$ cat config.mk
export PLATFORM = sky130hd
export DESIGN_NAME = indexed_ordered_list
export DESIGN_NICKNAME = d
export VERILOG_FILES = /design/src/hw/rtl/iol_pkg.sv /design/src/hw/rtl/iol_ram.sv /design/src/hw/rtl/iol_engine.sv /design/src/hw/rtl/indexed_ordered_list.sv
export SDC_FILE = /design/constraint.sdc
export NUM_CORES = 1
export LEC_CHECK = 0
export BUFFER_PORTS_ARGS = -buffer_cell sky130_fd_sc_hd__clkbuf_2
export CAP_MARGIN = 15
export CELL_PAD_IN_SITES_DETAIL_PLACEMENT = 1
export CELL_PAD_IN_SITES_GLOBAL_PLACEMENT = 1
export CORE_MARGIN = 4
export CORE_UTILIZATION = 35
export DETAILED_ROUTE_END_ITERATION = 12
export PLACE_DENSITY_LB_ADDON = 0.1
export SLEW_MARGIN = 10
export SYNTH_ARGS = -nofsm -noshare
export SYNTH_HDL_FRONTEND = slang
export SYNTH_SLANG_ARGS = --single-unit
$ cat constraint.sdc
create_clock -name i_clk -period 3.2 [get_ports i_clk]
set_clock_uncertainty 0.05 [all_clocks]
set_input_delay 0.16 -clock i_clk [delete_from_list [all_inputs] [get_ports i_clk]]
set_output_delay 0.16 -clock i_clk [all_outputs]
set_load 0.005 [all_outputs]
$ cat src/hw/rtl/iol_pkg.sv
// Shared types and codes for the indexed ordered list.
package iol_pkg;

    typedef enum logic [2:0] {
        OP_INS_FRONT = 3'd0,
        OP_INS_END   = 3'd1,
        OP_INS_AT    = 3'd2,
        OP_GET_AT    = 3'd3,
        OP_REM_FRONT = 3'd4,
        OP_REM_END   = 3'd5,
        OP_REM_AT    = 3'd6,
        OP_CLEAR     = 3'd7
    } t_op;

    typedef enum logic [1:0] {
        ST_OK        = 2'd0,
        ST_BAD_INDEX = 2'd1,
        ST_EMPTY     = 2'd2,
        ST_FULL      = 2'd3
    } t_status;

    typedef enum logic [3:0] {
        S_IDLE,
        S_INS_RD,
        S_INS_WR,
        S_INS_PUT,
        S_FETCH,
        S_CAPTURE,
        S_REM_RD,
        S_REM_WR,
        S_DONE
    } t_state;

    typedef struct packed {
        t_op         operation;
        logic [4:0]  position;
        logic [31:0] item_in;
    } t_in_item;

    typedef struct packed {
        logic [31:0] item_out;
        t_status     status;
        logic [4:0]  item_count;
        logic        list_empty;
    } t_out_item;

    typedef struct packed {
        logic     valid;
        t_in_item item;
    } t_req;

    typedef struct packed {
        logic      valid;
        t_out_item item;
    } t_res;

endpackage

$ cat src/hw/rtl/iol_ram.sv
// Generic single-write, single-read RAM with registered read data.
module iol_ram #(
    parameter int WIDTH = 32,
    parameter int DEPTH = 16
) (
    input  logic                     i_clk,
    input  logic                     i_we,
    input  logic [$clog2(DEPTH)-1:0] i_waddr,
    input  logic [WIDTH-1:0]         i_wdata,
    input  logic [$clog2(DEPTH)-1:0] i_raddr,
    output logic [WIDTH-1:0]         o_rdata
);

    logic [WIDTH-1:0] r_mem [DEPTH];
    logic [WIDTH-1:0] r_rdata;

    always_ff @(posedge i_clk) begin
        if (i_we) begin
            r_mem[i_waddr] <= i_wdata;
        end
        r_rdata <= r_mem[i_raddr];
    end

    assign o_rdata = r_rdata;

endmodule

$ cat src/hw/rtl/iol_engine.sv
// Sequencer that checks a request, shifts entries one at a time and forms the result.
module iol_engine #(
    parameter int CAPACITY  = 16,
    parameter int ITEM_BITS = 32
) (
    input  logic          i_clk,
    input  logic          i_rst_n,
    input  iol_pkg::t_req i_req,
    output logic          o_idle,
    input  logic          i_slot_free,
    output iol_pkg::t_res o_res
);
    import iol_pkg::*;

    localparam int AW = (CAPACITY > 1) ? $clog2(CAPACITY) : 1;
    localparam int CW = $clog2(CAPACITY + 1);
    localparam int PW = (CW > 5) ? CW : 5;

    t_state               r_state, n_state;
    logic [CW-1:0]        r_count, n_count;
    logic [PW-1:0]        r_k, n_k;
    logic [PW-1:0]        r_tgt, n_tgt;
    logic                 r_get, n_get;
    logic [ITEM_BITS-1:0] r_put, n_put;
    logic [ITEM_BITS-1:0] r_got, n_got;
    t_status              r_status, n_status;

    logic                 w_we;
    logic [AW-1:0]        w_waddr;
    logic [AW-1:0]        w_raddr;
    logic [ITEM_BITS-1:0] w_wdata;
    logic [ITEM_BITS-1:0] w_rdata;

    logic [PW-1:0]           w_cnt;
    logic [PW-1:0]           w_pos;
    logic [PW-1:0]           w_tgt;
    logic [PW-1:0]           w_km1;
    logic [PW:0]             w_kp1;
    logic [PW:0]             w_kp2;
    logic [PW:0]             w_tp1;
    logic [PW:0]             w_cnt_x;
    logic [ITEM_BITS+31:0]   w_in_wide;
    logic [ITEM_BITS+31:0]   w_got_wide;

    iol_ram #(
        .WIDTH (ITEM_BITS),
        .DEPTH (CAPACITY)
    ) u_ram (
        .i_clk   (i_clk),
        .i_we    (w_we),
        .i_waddr (w_waddr),
        .i_wdata (w_wdata),
        .i_raddr (w_raddr),
        .o_rdata (w_rdata)
    );

    assign w_cnt      = PW'(r_count);
    assign w_cnt_x    = (PW+1)'(r_count);
    assign w_pos      = PW'(i_req.item.position);
    assign w_km1      = r_k - PW'(1);
    assign w_kp1      = (PW+1)'(r_k) + (PW+1)'(1);
    assign w_kp2      = (PW+1)'(r_k) + (PW+1)'(2);
    assign w_tp1      = (PW+1)'(r_tgt) + (PW+1)'(1);
    assign w_in_wide  = {{ITEM_BITS{1'b0}}, i_req.item.item_in};
    assign w_got_wide = {32'd0, r_got};

    always_comb begin
        unique case (i_req.item.operation)
            OP_INS_FRONT, OP_REM_FRONT: w_tgt = '0;
            OP_INS_END:                 w_tgt = w_cnt;
            OP_REM_END:                 w_tgt = w_cnt - PW'(1);
            default:                    w_tgt = w_pos;
        endcase
    end

    always_ff @(posedge i_clk) begin
        if (!i_rst_n) begin
            r_state <= S_IDLE;
            r_count <= '0;
        end else begin
            r_state <= n_state;
            r_count <= n_count;
        end
        r_k      <= n_k;
        r_tgt    <= n_tgt;
        r_get    <= n_get;
        r_put    <= n_put;
        r_got    <= n_got;
        r_status <= n_status;
    end

    always_comb begin
        n_state  = r_state;
        n_count  = r_count;
        n_k      = r_k;
        n_tgt    = r_tgt;
        n_get    = r_get;
        n_put    = r_put;
        n_got    = r_got;
        n_status = r_status;
        w_we     = 1'b0;
        w_waddr  = r_k[AW-1:0];
        w_raddr  = r_tgt[AW-1:0];
        w_wdata  = w_rdata;
        o_res    = '0;

        unique case (r_state)
            S_IDLE: begin
                if (i_req.valid) begin
                    n_tgt    = w_tgt;
                    n_get    = (i_req.item.operation == OP_GET_AT);
                    n_put    = w_in_wide[ITEM_BITS-1:0];
                    n_got    = '0;
                    n_status = ST_OK;
                    n_k      = w_cnt;
                    n_state  = S_DONE;
                    unique case (i_req.item.operation)
                        OP_INS_FRONT, OP_INS_END, OP_INS_AT: begin
                            if (w_tgt > w_cnt) begin
                                n_status = ST_BAD_INDEX;
                            end else if (w_cnt >= PW'(CAPACITY)) begin
                                n_status = ST_FULL;
                            end else if (w_tgt == w_cnt) begin
                                n_state = S_INS_PUT;
                            end else begin
                                n_state = S_INS_RD;
                            end
                        end
                        OP_CLEAR: begin
                            n_count = '0;
                        end
                        default: begin
                            if (r_count == '0) begin
                                n_status = ST_EMPTY;
                            end else if (w_tgt >= w_cnt) begin
                                n_status = ST_BAD_INDEX;
                            end else begin
                                n_state = S_FETCH;
                            end
                        end
                    endcase
                end
            end
            // insert: move entry k-1 up to k, from the end down to the target
            S_INS_RD: begin
                w_raddr = w_km1[AW-1:0];
                n_state = S_INS_WR;
            end
            S_INS_WR: begin
                w_we    = 1'b1;
                n_k     = w_km1;
                n_state = (w_km1 == r_tgt) ? S_INS_PUT : S_INS_RD;
            end
            S_INS_PUT: begin
                w_we    = 1'b1;
                w_waddr = r_tgt[AW-1:0];
                w_wdata = r_put;
                n_count = r_count + CW'(1);
                n_state = S_DONE;
            end
            S_FETCH: begin
                w_raddr = r_tgt[AW-1:0];
                n_state = S_CAPTURE;
            end
            S_CAPTURE: begin
                n_got = w_rdata;
                n_k   = r_tgt;
                if (r_get) begin
                    n_state = S_DONE;
                end else if (w_tp1 < w_cnt_x) begin
                    n_state = S_REM_RD;
                end else begin
                    n_count = r_count - CW'(1);
                    n_state = S_DONE;
                end
            end
            // remove: move entry k+1 down to k, from the target up to the end
            S_REM_RD: begin
                w_raddr = w_kp1[AW-1:0];
                n_state = S_REM_WR;
            end
            S_REM_WR: begin
                w_we = 1'b1;
                n_k  = w_kp1[PW-1:0];
                if (w_kp2 < w_cnt_x) begin
                    n_state = S_REM_RD;
                end else begin
                    n_count = r_count - CW'(1);
                    n_state = S_DONE;
                end
            end
            S_DONE: begin
                if (i_slot_free) begin
                    o_res.valid           = 1'b1;
                    o_res.item.item_out   = w_got_wide[31:0];
                    o_res.item.status     = r_status;
                    o_res.item.item_count = 5'(r_count);
                    o_res.item.list_empty = (r_count == '0);
                    n_state               = S_IDLE;
                end
            end
            default: begin
                n_state = S_IDLE;
            end
        endcase
    end

    assign o_idle = (r_state == S_IDLE);

endmodule

$ cat src/hw/rtl/indexed_ordered_list.sv
// Top level of the indexed ordered list: handshakes, sequencer and result register.
//
//   channel   direction  handshake                   payload
//   in        to block   i_in_valid / o_in_ready     i_in_data  (t_in_item)
//   out       from block o_out_valid / i_out_ready   o_out_data (t_out_item)
//
// One transaction at a time; every step goes through the one RAM port pair.
// Insert moves the entries from the target on up by one, then writes the new item.
// Get reads the target entry; remove reads it, then moves later entries down one.
// A new transaction is taken while a result still waits in the output register.
// Reset empties the list; stored entries are never read before being written.
module indexed_ordered_list #(
    parameter int CAPACITY  = 16,
    parameter int ITEM_BITS = 32
) (
    input  logic                i_clk,
    input  logic                i_rst_n,
    input  logic                i_in_valid,
    output logic                o_in_ready,
    input  iol_pkg::t_in_item   i_in_data,
    output logic                o_out_valid,
    input  logic                i_out_ready,
    output iol_pkg::t_out_item  o_out_data
);
    import iol_pkg::*;

    t_req      w_req;
    t_res      w_res;
    logic      w_idle;
    logic      w_slot_free;
    logic      r_out_valid;
    t_out_item r_out_data;

    assign w_req.valid = i_in_valid;
    assign w_req.item  = i_in_data;
    assign w_slot_free = !r_out_valid || i_out_ready;

    iol_engine #(
        .CAPACITY  (CAPACITY),
        .ITEM_BITS (ITEM_BITS)
    ) u_engine (
        .i_clk       (i_clk),
        .i_rst_n     (i_rst_n),
        .i_req       (w_req),
        .o_idle      (w_idle),
        .i_slot_free (w_slot_free),
        .o_res       (w_res)
    );

    always_ff @(posedge i_clk) begin
        if (!i_rst_n) begin
            r_out_valid <= 1'b0;
        end else if (w_res.valid) begin
            r_out_valid <= 1'b1;
        end else if (i_out_ready) begin
            r_out_valid <= 1'b0;
        end
        if (w_res.valid) begin
            r_out_data <= w_res.item;
        end
    end

    assign o_in_ready  = w_idle;
    assign o_out_valid = r_out_valid;
    assign o_out_data  = r_out_data;

endmodule
==> impl_metrics.xml, run 1 <==
<?xml version="1.0" encoding="UTF-8"?>
<metrics>
  <group name="cts">
    <metric name="clock_tree.root_cell" unit="">clkbuf_16</metric>
    <metric name="cts_tree" unit="">built</metric>
    <metric name="clk_latency" unit="ns">0.63</metric>
    <metric name="clock-sinks" unit="">671</metric>
    <metric name="clk_transition_reported_paths" unit="ns">0.06</metric>
    <metric name="h_tree_levels" unit="">3</metric>
    <metric name="cts_buffer_depth" unit="">3</metric>
    <metric name="number_of_buffers_inserted_during_clock_tree_synthesis" unit="">79</metric>
  </group>
  <group name="setup_path">
    <metric name="slowest_delay" unit="ns">0.49</metric>
    <metric name="start_kind" unit="">flip-flop</metric>
    <metric name="crit_slowest_cell" unit="">or4_1</metric>
    <metric name="crit_required" unit="ns">3.68</metric>
    <metric name="reg2reg_setup_slack" unit="ns">0.21</metric>
    <metric name="worst-endpoint-arrival" unit="ns">3.47</metric>
    <metric name="worstPathCellList" unit="">inv_1 &gt; ha_1 &gt; nor3b_2 &gt; nand2_1 &gt; xnor2_1 &gt; o21ai_1 &gt; ha_1 &gt; and4_1 &gt; a21oi_1 &gt; o21ai_0 &gt; a2111oi_2 &gt; buf_4 &gt; or4_1 &gt; o211ai_1</metric>
    <metric name="crit_path_top_cell_by_count" unit="">ha_1</metric>
    <metric name="worstPathMaxFanout" unit="">4</metric>
    <metric name="endpoint_kind" unit="">flip-flop</metric>
    <metric name="worstSetupPathType" unit="">flip-flop to flip-flop</metric>
  </group>
  <group name="synth">
    <metric name="post_synth_most_frequent_cells" unit="">edfxtp_1, nand2_1, mux2i_1, clkbuf_1, nand2b_1</metric>
    <metric name="synth_fp_nets" unit="">2087</metric>
    <metric name="synth.largest_area_cell" unit="">edfxtp_1</metric>
    <metric name="ys_seq_area_frac" unit="">0.6753</metric>
    <metric name="synth_cells" unit="">2022</metric>
    <metric name="dominant_cell_by_count_in_the_synthesized_netlist" unit="">edfxtp_1</metric>
    <metric name="synth_enable_flop_cells" unit="">629</metric>
    <metric name="average_cell_area_after_synthesis" unit="um^2">14.45</metric>
    <metric name="ys_seq_elements" unit="">671</metric>
    <metric name="total_standard_cell_area_after_synthesis" unit="um^2">29210</metric>
    <metric name="synth_area_leaders" unit="">edfxtp_1, mux2i_1, dfxtp_1</metric>
    <metric name="postSynth.topFlopCell" unit="">edfxtp_1</metric>
    <metric name="synth.yosys.warnings" unit="">0</metric>
    <metric name="synthArstFlopShare" unit="">0</metric>
    <metric name="synth_top_area_share" unit="">0.6466</metric>
    <metric name="synth_cell_types" unit="">73</metric>
  </group>
  <group name="layout">
    <metric name="insertedDiodeCount" unit="">0</metric>
    <metric name="finalNetCount" unit="">2254</metric>
    <metric name="ratio_of_cells_with_drive_above_1_in_the_final_layout" unit="">0.1854</metric>
    <metric name="flow.area_growth_from_synthesis" unit="%">18.30</metric>
    <metric name="num-fill-cells" unit="">8251</metric>
  </group>
  <group name="placed_design">
    <metric name="place.detailed.hpwl" unit="um">50010</metric>
    <metric name="gp_congestion" unit="">0.7700</metric>
    <metric name="worst_slack_after_detailed_placement" unit="ns">0.1310</metric>
    <metric name="placement.io_buffers" unit="">85</metric>
  </group>
  <group name="timing">
    <metric name="max-slew-margin-rel" unit="">0.1883</metric>
    <metric name="fin_hold_ws" unit="ns">0.07556</metric>
    <metric name="finalCriticalPeriod" unit="ns">2.988</metric>
    <metric name="hold_viol" unit="">0</metric>
    <metric name="setup-violations-final" unit="">0</metric>
    <metric name="worst_slew_pin_slew" unit="ns">1.212</metric>
    <metric name="post-route-period-util" unit="">0.9338</metric>
    <metric name="rsz_0062_raised_after_global_routing" unit="">no</metric>
    <metric name="finalSetupTns" unit="ns">0</metric>
    <metric name="drv_slew" unit="">0</metric>
    <metric name="clock.fmax" unit="MHz">334.6</metric>
    <metric name="post-route-worst-setup-slack" unit="ns">0.2117</metric>
  </group>
  <group name="global_route">
    <metric name="remaining_overflow_grt" unit="">0</metric>
    <metric name="grt_start_max_net_pins" unit="">76</metric>
    <metric name="grt_pass1_vias" unit="">19376</metric>
    <metric name="grt_first_pass_wirelength" unit="um">125600</metric>
    <metric name="grt_usage" unit="">0.1863</metric>
    <metric name="grt_antenna_before_repair" unit="">0</metric>
  </group>
  <group name="floorplanning">
    <metric name="die-width" unit="um">296.9</metric>
    <metric name="pin_count" unit="">86</metric>
    <metric name="core_region_area" unit="um^2">82370</metric>
    <metric name="floorplan.initialDensity" unit="">0.3546</metric>
    <metric name="die_y" unit="um">296.9</metric>
    <metric name="die_area" unit="um^2">88150</metric>
    <metric name="rows" unit="">105</metric>
  </group>
  <group name="pwr">
    <metric name="report.power.total" unit="mW">23.05</metric>
    <metric name="pwr_density_cell" unit="nW/um^2">667.1</metric>
    <metric name="vdd_ir_drop_max" unit="mV">0.3405</metric>
    <metric name="total_leakage_power" unit="nW">12.28</metric>
  </group>
  <group name="route">
    <metric name="post_drt_via_cell_ratio" unit="">5.447</metric>
    <metric name="route.detailed.drc" unit="">0</metric>
    <metric name="route.detailed.wl_per_inst" unit="um">25.12</metric>
    <metric name="drt-pass1-iter-count" unit="">5</metric>
    <metric name="totalWireLength" unit="um">83510</metric>
    <metric name="drtIter0Drc" unit="">1126</metric>
    <metric name="dr_total_vias" unit="">18105</metric>
    <metric name="antenna_left" unit="">0</metric>
  </group>
  <group name="min_path">
    <metric name="min-delay-path-class" unit="">primary input to flip-flop</metric>
  </group>
  <group name="outcome">
    <metric name="status" unit="">finished, final reports clean</metric>
  </group>
  <group name="job">
    <metric name="cap_viol_max_count" unit="">0</metric>
  </group>
</metrics>
## flip-flops by register name (all words and copies together), names as in the netlist
signal and flops:
o_out_data 40, o_out_valid 1, u_engine.r_count 5, u_engine.r_get 1, u_engine.r_got 32, u_engine.r_k 5, u_engine.r_put 32, u_engine.r_state 4
u_engine.r_status 2, u_engine.r_tgt 5, u_engine.u_ram.o_rdata 32, u_engine.u_ram.r_mem 512
## worst paths after layout
path                            cells past startpoint           startpoint                  end
worst max-delay path                               14  u_engine.r_count[0]  u_engine.r_state[3]
worst min-delay path                                3        i_in_data[38]       u_engine.r_get
worst max register to register                     14  u_engine.r_count[0]  u_engine.r_state[3]
worst min register to register                      1    u_engine.r_got[5]       o_out_data[13]
## layer usage
metal  GRT usage  share of wire
met1      0.2525           0.46
met2      0.3162           0.49
met3     0.02790          0.037
met4     0.04581          0.017
met5           0              0
## cell families (layout without fill, tap and decap cells)
logic type               count (synthesis)  in the layout  share of synthesized area
AO/OA/AOI/OAI                          347            347                    0.09483
XOR/XNOR                                20             20                   0.005996
adder cells (fa/ha/maj)                 22             22                   0.009337
buffers and inverters                  182            414                    0.02925
flip-flops                             671            671                     0.6753
multiplexers                           225            225                    0.07984
AND/OR/NAND/NOR                        555            555                     0.1054
## final cells by class
| cell class | count | area, um^2 | area share |
|---|---|---|---|
| repair buffers | 246 | 1968 | 0.05695 |
| multi-input cells | 1169 | 8850 | 0.2561 |
| flip-flops and latches | 671 | 19730 | 0.5709 |
| clock buffers | 114 | 2232 | 0.06459 |
| well taps | 1070 | 1339 | 0.03874 |
| clock inverters | 32 | 357.8 | 0.01035 |
| inverters | 22 | 82.58 | 0.002390 |
## what timing repair did
action,CTS,global route
setup buffers,0,2
resized for setup,0,3
endpoints found under the hold margin,49,0
setup endpoints to repair,0,5
hold buffers,48,0
## cell usage in the layout, fill, tap and decap left out, types with 67 or more instances in the layout
cell,netlist,layout
nand2b_1,72,72
buf_4,4,94
a22oi_1,67,67
mux2i_1,161,161
and2_1,69,69
and3_1,70,69
edfxtp_1,629,629
nand2_1,194,193
clkbuf_2,0,85
clkbuf_16,0,82
## report_power, final
group	total, mW	leakage [nW]	switching (mW)	internal (mW)
Combinational	3.32	4.89	2.19	1.12
Sequential	10.8	6.11	0.186	10.6
Clock	8.92	1.27	3.56	5.36
## per-stage QoR
stage	std cells	instance area, um^2	util
floorplan	2022	29250	-
global placement	3127	31460	0.3819
detailed placement	3127	31460	0.3819
CTS	3321	34530	0.4192
global route	3324	34560	0.4195
finish	3324	34560	0.4195
## critical path: cells and delay by family (launching register included)
family	cells	cell delay (ns)
simple gates	4	1.05
compound gates	5	0.55
fa+ha+maj	2	0.52
flops	1	0.31
buf+inv	2	0.26
xor+xnor	1	0.14
No activity file was read; power rests on OpenSTA's default activity.
==> run 2, diff against run 1 <==
--- a/config.mk
+++ b/config.mk
@@ -10,5 +10,5 @@
 export CELL_PAD_IN_SITES_DETAIL_PLACEMENT = 1
 export CELL_PAD_IN_SITES_GLOBAL_PLACEMENT = 1
-export CORE_MARGIN = 4
+export CORE_MARGIN = 2
 export CORE_UTILIZATION = 35
 export DETAILED_ROUTE_END_ITERATION = 12
@@ -17,3 +17,4 @@
 export SYNTH_ARGS = -nofsm -noshare
 export SYNTH_HDL_FRONTEND = slang
+export SYNTH_HIERARCHICAL = 1
 export SYNTH_SLANG_ARGS = --single-unit
==> constraint.sdc (replaced) <==
create_clock -name i_clk -period 3.2 [get_ports i_clk]
set_clock_uncertainty 0.05 [all_clocks]
set_input_delay 0.64 -clock i_clk [delete_from_list [all_inputs] [get_ports i_clk]]
set_output_delay 0.64 -clock i_clk [all_outputs]
set_load 0.005 [all_outputs]
==> run 2 against run 1 <==
  * Clock-buffer cell count down 10
  * Utilization is essentially flat
  * Area after synthesis is 11% lower
  * Final cell count down 24%
  * First-iteration DRC count decreased by 6.4%
  * Clock power grew 0.6%
  * Critical endpoint is now u_engine/r_state[3]
  * Total power decreased by 7.2%
==> impl_metrics.xml, run 2 <==
<?xml version="1.0" encoding="UTF-8"?>
<metrics>
  <group name="setup_path">
    <metric name="worst-endpoint-arrival" unit="ns">3.47</metric>
    <metric name="worstSetupStartpoint" unit="">u_engine/r_count[1]</metric>
    <metric name="worstPathCellList" unit="">inv_1 &gt; buf_4 &gt; ha_1 &gt; nand2_1 &gt; o21ai_0 &gt; o21ai_1 &gt; ha_1 &gt; and4_1 &gt; a221o_1 &gt; and4b_1 &gt; o31a_1 &gt; o21ai_0</metric>
    <metric name="worst-r2r-cell-count" unit="">12</metric>
    <metric name="timing.critical_path.to" unit="">u_engine/r_state[3]</metric>
    <metric name="crit_required" unit="ns">3.63</metric>
    <metric name="worst-path-stages" unit="">12</metric>
    <metric name="worstSetupPathType" unit="">flip-flop to flip-flop</metric>
    <metric name="endpoint_kind" unit="">flip-flop</metric>
    <metric name="cp_top_family" unit="">compound AO/OA/AOI/OAI gates</metric>
    <metric name="crit_slowest_cell" unit="">dfxtp_1</metric>
    <metric name="slowest_delay" unit="ns">0.45</metric>
    <metric name="worstPathMaxFanout" unit="">7</metric>
    <metric name="start_kind" unit="">flip-flop</metric>
    <metric name="critical_path_buffer_and_inverter_count" unit="">2</metric>
    <metric name="reg2reg_setup_slack" unit="ns">0.16</metric>
    <metric name="rr_endpoint" unit="">u_engine/r_state[3]</metric>
    <metric name="worst_r2r_startpoint" unit="">u_engine/r_count[1]</metric>
  </group>
  <group name="synth">
    <metric name="ys_seq_area_frac" unit="">0.7554</metric>
    <metric name="postSynth.topFlopCell" unit="">edfxtp_1</metric>
    <metric name="synth_area_leaders" unit="">edfxtp_1, mux4_2, dfxtp_1</metric>
    <metric name="synth.yosys.warnings" unit="">6</metric>
    <metric name="post_synth_most_frequent_cells" unit="">edfxtp_1, mux4_2, nand2_1, and2_1, a22oi_1</metric>
    <metric name="synth.largest_area_cell" unit="">edfxtp_1</metric>
    <metric name="synth_cells" unit="">1331</metric>
    <metric name="dominant_cell_by_count_in_the_synthesized_netlist" unit="">edfxtp_1</metric>
    <metric name="synthArstFlopShare" unit="">0</metric>
    <metric name="synth_fp_nets" unit="">1397</metric>
    <metric name="average_cell_area_after_synthesis" unit="um^2">19.62</metric>
    <metric name="synth_enable_flop_cells" unit="">629</metric>
    <metric name="total_standard_cell_area_after_synthesis" unit="um^2">26120</metric>
    <metric name="synth_cell_types" unit="">64</metric>
    <metric name="ys_seq_elements" unit="">671</metric>
    <metric name="synth_top_area_share" unit="">0.7232</metric>
  </group>
  <group name="timing">
    <metric name="post-route-worst-setup-slack" unit="ns">0.1648</metric>
    <metric name="rsz_0062_raised_after_global_routing" unit="">no</metric>
    <metric name="post-route-period-util" unit="">0.9485</metric>
    <metric name="clock.fmax" unit="MHz">329.5</metric>
    <metric name="max-slew-margin-rel" unit="">0.5064</metric>
    <metric name="setup-violations-final" unit="">0</metric>
    <metric name="finalCriticalPeriod" unit="ns">3.035</metric>
    <metric name="drv_slew" unit="">0</metric>
    <metric name="fin_hold_ws" unit="ns">0.1482</metric>
    <metric name="worst_slew_pin_slew" unit="ns">0.7404</metric>
    <metric name="hold_viol" unit="">0</metric>
  </group>
  <group name="outcome">
    <metric name="status" unit="">finished, final reports clean</metric>
  </group>
  <group name="cts">
    <metric name="h_tree_levels" unit="">3</metric>
    <metric name="clock-sinks" unit="">671</metric>
    <metric name="cts_tree" unit="">built</metric>
    <metric name="clk_latency" unit="ns">0.61</metric>
    <metric name="clk_transition_reported_paths" unit="ns">0.07</metric>
    <metric name="clock_tree.root_cell" unit="">clkbuf_16</metric>
    <metric name="cts_hold_buf" unit="">0</metric>
    <metric name="number_of_buffers_inserted_during_clock_tree_synthesis" unit="">76</metric>
    <metric name="cts_setup_buffers" unit="">0</metric>
    <metric name="cts_buffer_depth" unit="">3</metric>
  </group>
  <group name="layout">
    <metric name="commonest_cells_after_routing_fill_and_taps_aside" unit="">edfxtp_1, mux4_2, clkbuf_2</metric>
    <metric name="num-fill-cells" unit="">7025</metric>
    <metric name="max_flop_register" unit="">u_engine/u_ram/r_mem</metric>
    <metric name="ratio_of_cells_with_drive_above_1_in_the_final_layout" unit="">0.3136</metric>
    <metric name="ff_latch_area" unit="um^2">19730</metric>
    <metric name="flow.area_growth_from_synthesis" unit="%">19.31</metric>
    <metric name="post-route-cell-area" unit="um^2">31160</metric>
    <metric name="largest_reg_flops" unit="">512</metric>
    <metric name="finalNetCount" unit="">1574</metric>
    <metric name="layout_commonest_cell" unit="">edfxtp_1</metric>
    <metric name="multi_input_comb_area" unit="um^2">6193</metric>
    <metric name="finish.cell_count_without_fillers" unit="">2539</metric>
  </group>
  <group name="pwr">
    <metric name="vdd_ir_drop_max" unit="mV">0.3356</metric>
    <metric name="report.power.total" unit="mW">21.39</metric>
    <metric name="pwr_density_cell" unit="nW/um^2">686.5</metric>
    <metric name="total_leakage_power" unit="nW">10.35</metric>
  </group>
  <group name="floorplanning">
    <metric name="die_area" unit="um^2">76820</metric>
    <metric name="pin_count" unit="">86</metric>
    <metric name="core_region_area" unit="um^2">74200</metric>
    <metric name="floorplan.initialDensity" unit="">0.3520</metric>
    <metric name="die_y" unit="um">277.2</metric>
    <metric name="rows" unit="">100</metric>
    <metric name="die-width" unit="um">277.2</metric>
  </group>
  <group name="placed_design">
    <metric name="worst_slack_after_detailed_placement" unit="ns">0.06087</metric>
    <metric name="dp.cells" unit="">2399</metric>
    <metric name="gp_congestion" unit="">0.7973</metric>
    <metric name="place.detailed.hpwl" unit="um">37400</metric>
    <metric name="placed_area" unit="um^2">28570</metric>
    <metric name="placement.io_buffers" unit="">85</metric>
  </group>
  <group name="route">
    <metric name="drtIter0Drc" unit="">1054</metric>
    <metric name="dr_total_vias" unit="">13219</metric>
    <metric name="route.detailed.drc" unit="">0</metric>
    <metric name="antenna_left" unit="">0</metric>
    <metric name="post_drt_via_cell_ratio" unit="">5.206</metric>
    <metric name="drt-pass1-iter-count" unit="">5</metric>
    <metric name="route.detailed.wl_per_inst" unit="um">26.80</metric>
    <metric name="totalWireLength" unit="um">68040</metric>
  </group>
  <group name="global_route">
    <metric name="grt_antenna_before_repair" unit="">1</metric>
    <metric name="grt_pass1_vias" unit="">14505</metric>
    <metric name="grt_start_max_net_pins" unit="">47</metric>
    <metric name="grt_first_pass_wirelength" unit="um">100100</metric>
    <metric name="grt_usage" unit="">0.1799</metric>
    <metric name="remaining_overflow_grt" unit="">0</metric>
  </group>
  <group name="min_path">
    <metric name="min-delay-path-class" unit="">primary input to flip-flop</metric>
  </group>
  <group name="job">
    <metric name="cap_viol_max_count" unit="">0</metric>
  </group>
</metrics>
-- run 2: cell types whose count changed after synthesis, sizes merged, moves of 29 or more --
cell,before,now
and3,70,3
a311oi,64,0
nand2,196,70
clkbuf,102,29
a211o,64,1
mux4,0,128
nor4b,65,1
nand2b,72,8
a32oi,32,0
mux2,64,33
o221ai,34,5
mux2i,161,6
-- run 2: how the worst min path moves through the flow --
stage	cells past startpoint	to	startpoint
6_report	1	u_engine/r_put[20]	i_in_data[20]
5_1_grt	1	u_engine/r_put[26]	i_in_data[26]
4_1_cts	1	u_engine/r_put[9]	i_in_data[9]
3_5_place_dp	1	o_out_data[13]	u_engine/r_got[5]
3_3_place_gp	1	o_out_data[12]	u_engine/r_got[4]
2_1_floorplan	2	u_engine/r_count[4]	u_engine/r_count[4]
-- run 2: metal layers --
| metal | up-vias | track usage | part of all wire |
|---|---|---|---|
| li1 | 5737 | - | - |
| met1 | 7081 | 0.2373 | 0.44 |
| met5 | - | 0 | 0 |
| met4 | 0 | 0.05435 | 0.027 |
| met2 | 285 | 0.3069 | 0.50 |
| met3 | 116 | 0.02818 | 0.034 |
-- run 2: area by class of cell --
type,instances,share of cell area
flip-flops and latches,671,0.6331
multi-input cells,573,0.1988
clock buffers,104,0.06830
repair buffers,169,0.04433
well taps,969,0.03891
clock inverters,35,0.01445
inverters,17,0.002048
diodes,1,0.00008031
-- run 2: metrics by stage --
step / utilization / setup TNS, ns
5_1_grt: 0.4199 / 0
6_report: 0.4200 / 0
3_3_place_gp: 0.3851 / 0
3_5_place_dp: 0.3851 / 0
4_1_cts: 0.4199 / 0
2_1_floorplan: - / -104.68
-- run 2: cell families (layout without fill, tap and decap cells) --
group                    count (synthesis)  after routing  synth area share
buffers and inverters                   87            325           0.01519
AND/OR/NAND/NOR                        227            227           0.04666
other                                    0              1                 0
XOR/XNOR                                21             21          0.007330
AO/OA/AOI/OAI                          136            136           0.03799
adder cells (fa/ha/maj)                 22             22           0.01054
flip-flops                             671            671            0.7554
multiplexers                           167            167            0.1269
-- run 2: repair_timing --
item,in CTS,in global routing
setup endpoints to repair,0,4
gates resized for setup,0,3
hold endpoints to repair,0,0
-- run 2: power by group --
group / switching, mW / internal [mW] / total, mW / leakage, nW
sequential: 0.126 / 10.3 / 10.4 / 6.12
clock: 3.56 / 5.41 / 8.97 / 1.26
combinational: 1.25 / 0.775 / 2.03 / 2.97
total: 4.94 / 16.4 / 21.4 / 10.4
==> run 3, diff against run 2 <==
Settings changed: BUFFER_PORTS_ARGS -buffer_cell sky130_fd_sc_hd__clkbuf_2 to unset, DONT_BUFFER_PORTS set to 1, SYNTH_HIERARCHICAL 1 to unset.
==> run 3 against run 2 <==
  * Global-route usage increased by 1.2 points
  * Utilization down 0.91 points
  * Largest cell class unchanged
  * Sequential share of layout area fell by 5.0 points
  * Worst hold slack worse by 0.087 ns
  * Clock-buffer cell count is the same
  * Via count increased by 34%
  * First-iteration DRC count fell by 3.5%
  * Combinational power is 58% higher
==> impl_metrics.xml, run 3 (synthesized netlist as in run 1, its figures left out) <==
<?xml version="1.0" encoding="UTF-8"?>
<metrics>
  <group name="layout">
    <metric name="layout_commonest_cell" unit="">edfxtp_1</metric>
    <metric name="ratio_of_cells_with_drive_above_1_in_the_final_layout" unit="">0.1609</metric>
    <metric name="num-fill-cells" unit="">8120</metric>
    <metric name="largest_reg_flops" unit="">512</metric>
    <metric name="max_flop_register" unit="">u_engine.u_ram.r_mem</metric>
    <metric name="core_util_final" unit="">0.4109</metric>
    <metric name="finalNetCount" unit="">2123</metric>
    <metric name="insertedDiodeCount" unit="">0</metric>
    <metric name="flow.area_growth_from_synthesis" unit="%">15.86</metric>
    <metric name="post-route-cell-area" unit="um^2">33850</metric>
    <metric name="commonest_cells_after_routing_fill_and_taps_aside" unit="">edfxtp_1, nand2_1, mux2i_1</metric>
  </group>
  <group name="floorplanning">
    <metric name="rows" unit="">105</metric>
    <metric name="die_area" unit="um^2">85790</metric>
    <metric name="die_y" unit="um">292.9</metric>
    <metric name="die-width" unit="um">292.9</metric>
    <metric name="floorplan.initialDensity" unit="">0.3546</metric>
    <metric name="pin_count" unit="">86</metric>
    <metric name="core_region_area" unit="um^2">82370</metric>
  </group>
  <group name="cts">
    <metric name="cts_setup_buffers" unit="">0</metric>
    <metric name="clk_latency" unit="ns">0.62</metric>
    <metric name="clock_tree.root_cell" unit="">clkbuf_16</metric>
    <metric name="post_cts.resized_instances" unit="">0</metric>
    <metric name="cts_buffer_depth" unit="">3</metric>
    <metric name="h_tree_levels" unit="">3</metric>
    <metric name="number_of_buffers_inserted_during_clock_tree_synthesis" unit="">77</metric>
    <metric name="cts_hold_buf" unit="">0</metric>
    <metric name="cts_tree" unit="">built</metric>
    <metric name="clk_transition_reported_paths" unit="ns">0.06</metric>
    <metric name="clock-sinks" unit="">671</metric>
  </group>
  <group name="timing">
    <metric name="hold_viol" unit="">0</metric>
    <metric name="post-route-worst-setup-slack" unit="ns">0.2797</metric>
    <metric name="rsz_0062_raised_after_global_routing" unit="">no</metric>
    <metric name="finalSetupTns" unit="ns">0</metric>
    <metric name="post-route-period-util" unit="">0.9126</metric>
    <metric name="drv_slew" unit="">0</metric>
    <metric name="max-slew-margin-rel" unit="">0.1897</metric>
    <metric name="fin_hold_ws" unit="ns">0.06076</metric>
    <metric name="finalCriticalPeriod" unit="ns">2.920</metric>
    <metric name="setup-violations-final" unit="">0</metric>
    <metric name="clock.fmax" unit="MHz">342.4</metric>
    <metric name="worst_slew_pin_slew" unit="ns">1.210</metric>
  </group>
  <group name="global_route">
    <metric name="remaining_overflow_grt" unit="">0</metric>
    <metric name="grt_start_max_net_pins" unit="">87</metric>
    <metric name="grt_first_pass_wirelength" unit="um">124100</metric>
    <metric name="grt_antenna_before_repair" unit="">1</metric>
    <metric name="grt_pass1_vias" unit="">19003</metric>
    <metric name="grt_usage" unit="">0.1923</metric>
  </group>
  <group name="pwr">
    <metric name="total_leakage_power" unit="nW">11.79</metric>
    <metric name="vdd_ir_drop_max" unit="mV">0.3441</metric>
    <metric name="pwr_density_cell" unit="nW/um^2">678.7</metric>
  </group>
  <group name="route">
    <metric name="antenna_left" unit="">0</metric>
    <metric name="route.detailed.wl_per_inst" unit="um">25.96</metric>
    <metric name="drtIter0Drc" unit="">1017</metric>
    <metric name="dr_total_vias" unit="">17701</metric>
    <metric name="route.detailed.drc" unit="">0</metric>
    <metric name="totalWireLength" unit="um">82790</metric>
    <metric name="post_drt_via_cell_ratio" unit="">5.551</metric>
    <metric name="drt-pass1-iter-count" unit="">5</metric>
  </group>
  <group name="setup_path">
    <metric name="crit_required" unit="ns">3.60</metric>
    <metric name="worstPathCellList" unit="">buf_4 &gt; nor4b_4 &gt; or3_4 &gt; nand2_8 &gt; buf_4 &gt; a211o_1 &gt; a32oi_1 &gt; o221ai_1</metric>
    <metric name="crit_path_top_cell_by_count" unit="">buf_4</metric>
    <metric name="worstSetupPathType" unit="">flip-flop to flip-flop</metric>
    <metric name="worstPathMaxFanout" unit="">34</metric>
    <metric name="start_kind" unit="">flip-flop</metric>
    <metric name="critical_path_buffer_and_inverter_count" unit="">2</metric>
    <metric name="endpoint_kind" unit="">flip-flop</metric>
    <metric name="slowest_delay" unit="ns">0.50</metric>
    <metric name="crit_slowest_cell" unit="">nor4b_4</metric>
    <metric name="worst-endpoint-arrival" unit="ns">3.32</metric>
    <metric name="cp_top_family" unit="">simple AND/OR/NAND/NOR gates</metric>
  </group>
  <group name="placed_design">
    <metric name="placement.io_buffers" unit="">0</metric>
    <metric name="gp_congestion" unit="">0.7918</metric>
    <metric name="placed_area" unit="um^2">31270</metric>
    <metric name="place.detailed.hpwl" unit="um">48900</metric>
    <metric name="worst_slack_after_detailed_placement" unit="ns">0.1262</metric>
  </group>
  <group name="outcome">
    <metric name="status" unit="">finished, final reports clean</metric>
  </group>
  <group name="job">
    <metric name="cap_viol_max_count" unit="">0</metric>
  </group>
  <group name="min_path">
    <metric name="min-delay-path-class" unit="">primary input to flip-flop</metric>
  </group>
</metrics>
## run 3: per-layer routing
layer  global-route usage  wire length (um)  up-vias
met5                    0                 0        -
met4              0.05066              1609        0
met3              0.02587              3039      104
met2               0.3227             39560      332
met1               0.2623             38580     9261
li1                     -                 -     8004
## run 3: worst register-to-register path, cell delays in order, from the launching register on
cell      delay [ns]
dfxtp_1         0.34
buf_4           0.18
nor4b_4         0.50
or3_4           0.27
nand2_8         0.22
buf_4           0.30
a211o_1         0.30
a32oi_1         0.37
o221ai_1        0.23
## run 3: through the flow
stage / std cells / power, mW
floorplan: 2022 / 12.99
global placement: 3047 / 14.13
detailed placement: 3049 / 14.24
CTS: 3189 / 23.29
global route: 3189 / 23.91
finish: 3189 / 22.97
## run 3: worst paths after layout
path,start,end,slack [ns],cells past startpoint
max,u_engine.r_state[3],u_engine.u_ram.o_rdata[0],0.28,8
min,i_in_data[21],u_engine.r_put[21],0.06,0
min reg2reg,u_engine.r_got[25],o_out_data[33],0.46,1
max reg2reg,u_engine.r_state[3],u_engine.u_ram.o_rdata[0],0.28,8
## run 3: power breakdown
part	internal [mW]	leakage, nW	switching [mW]	total (mW)
Combinational	1.04	4.43	2.17	3.21
Sequential	10.6	6.11	0.165	10.8
Clock	5.36	1.25	3.61	8.97
## run 3: area by class of cell
class | count | area [um^2] | area share
sequential | 671 | 19730 | 0.5829
multi-input combinational | 1169 | 8864 | 0.2619
clock buffer | 104 | 2140 | 0.06322
tap | 1070 | 1339 | 0.03956
timing repair buffer | 117 | 1266 | 0.03741
clock inverter | 36 | 425.4 | 0.01257
inverter | 22 | 82.58 | 0.002440
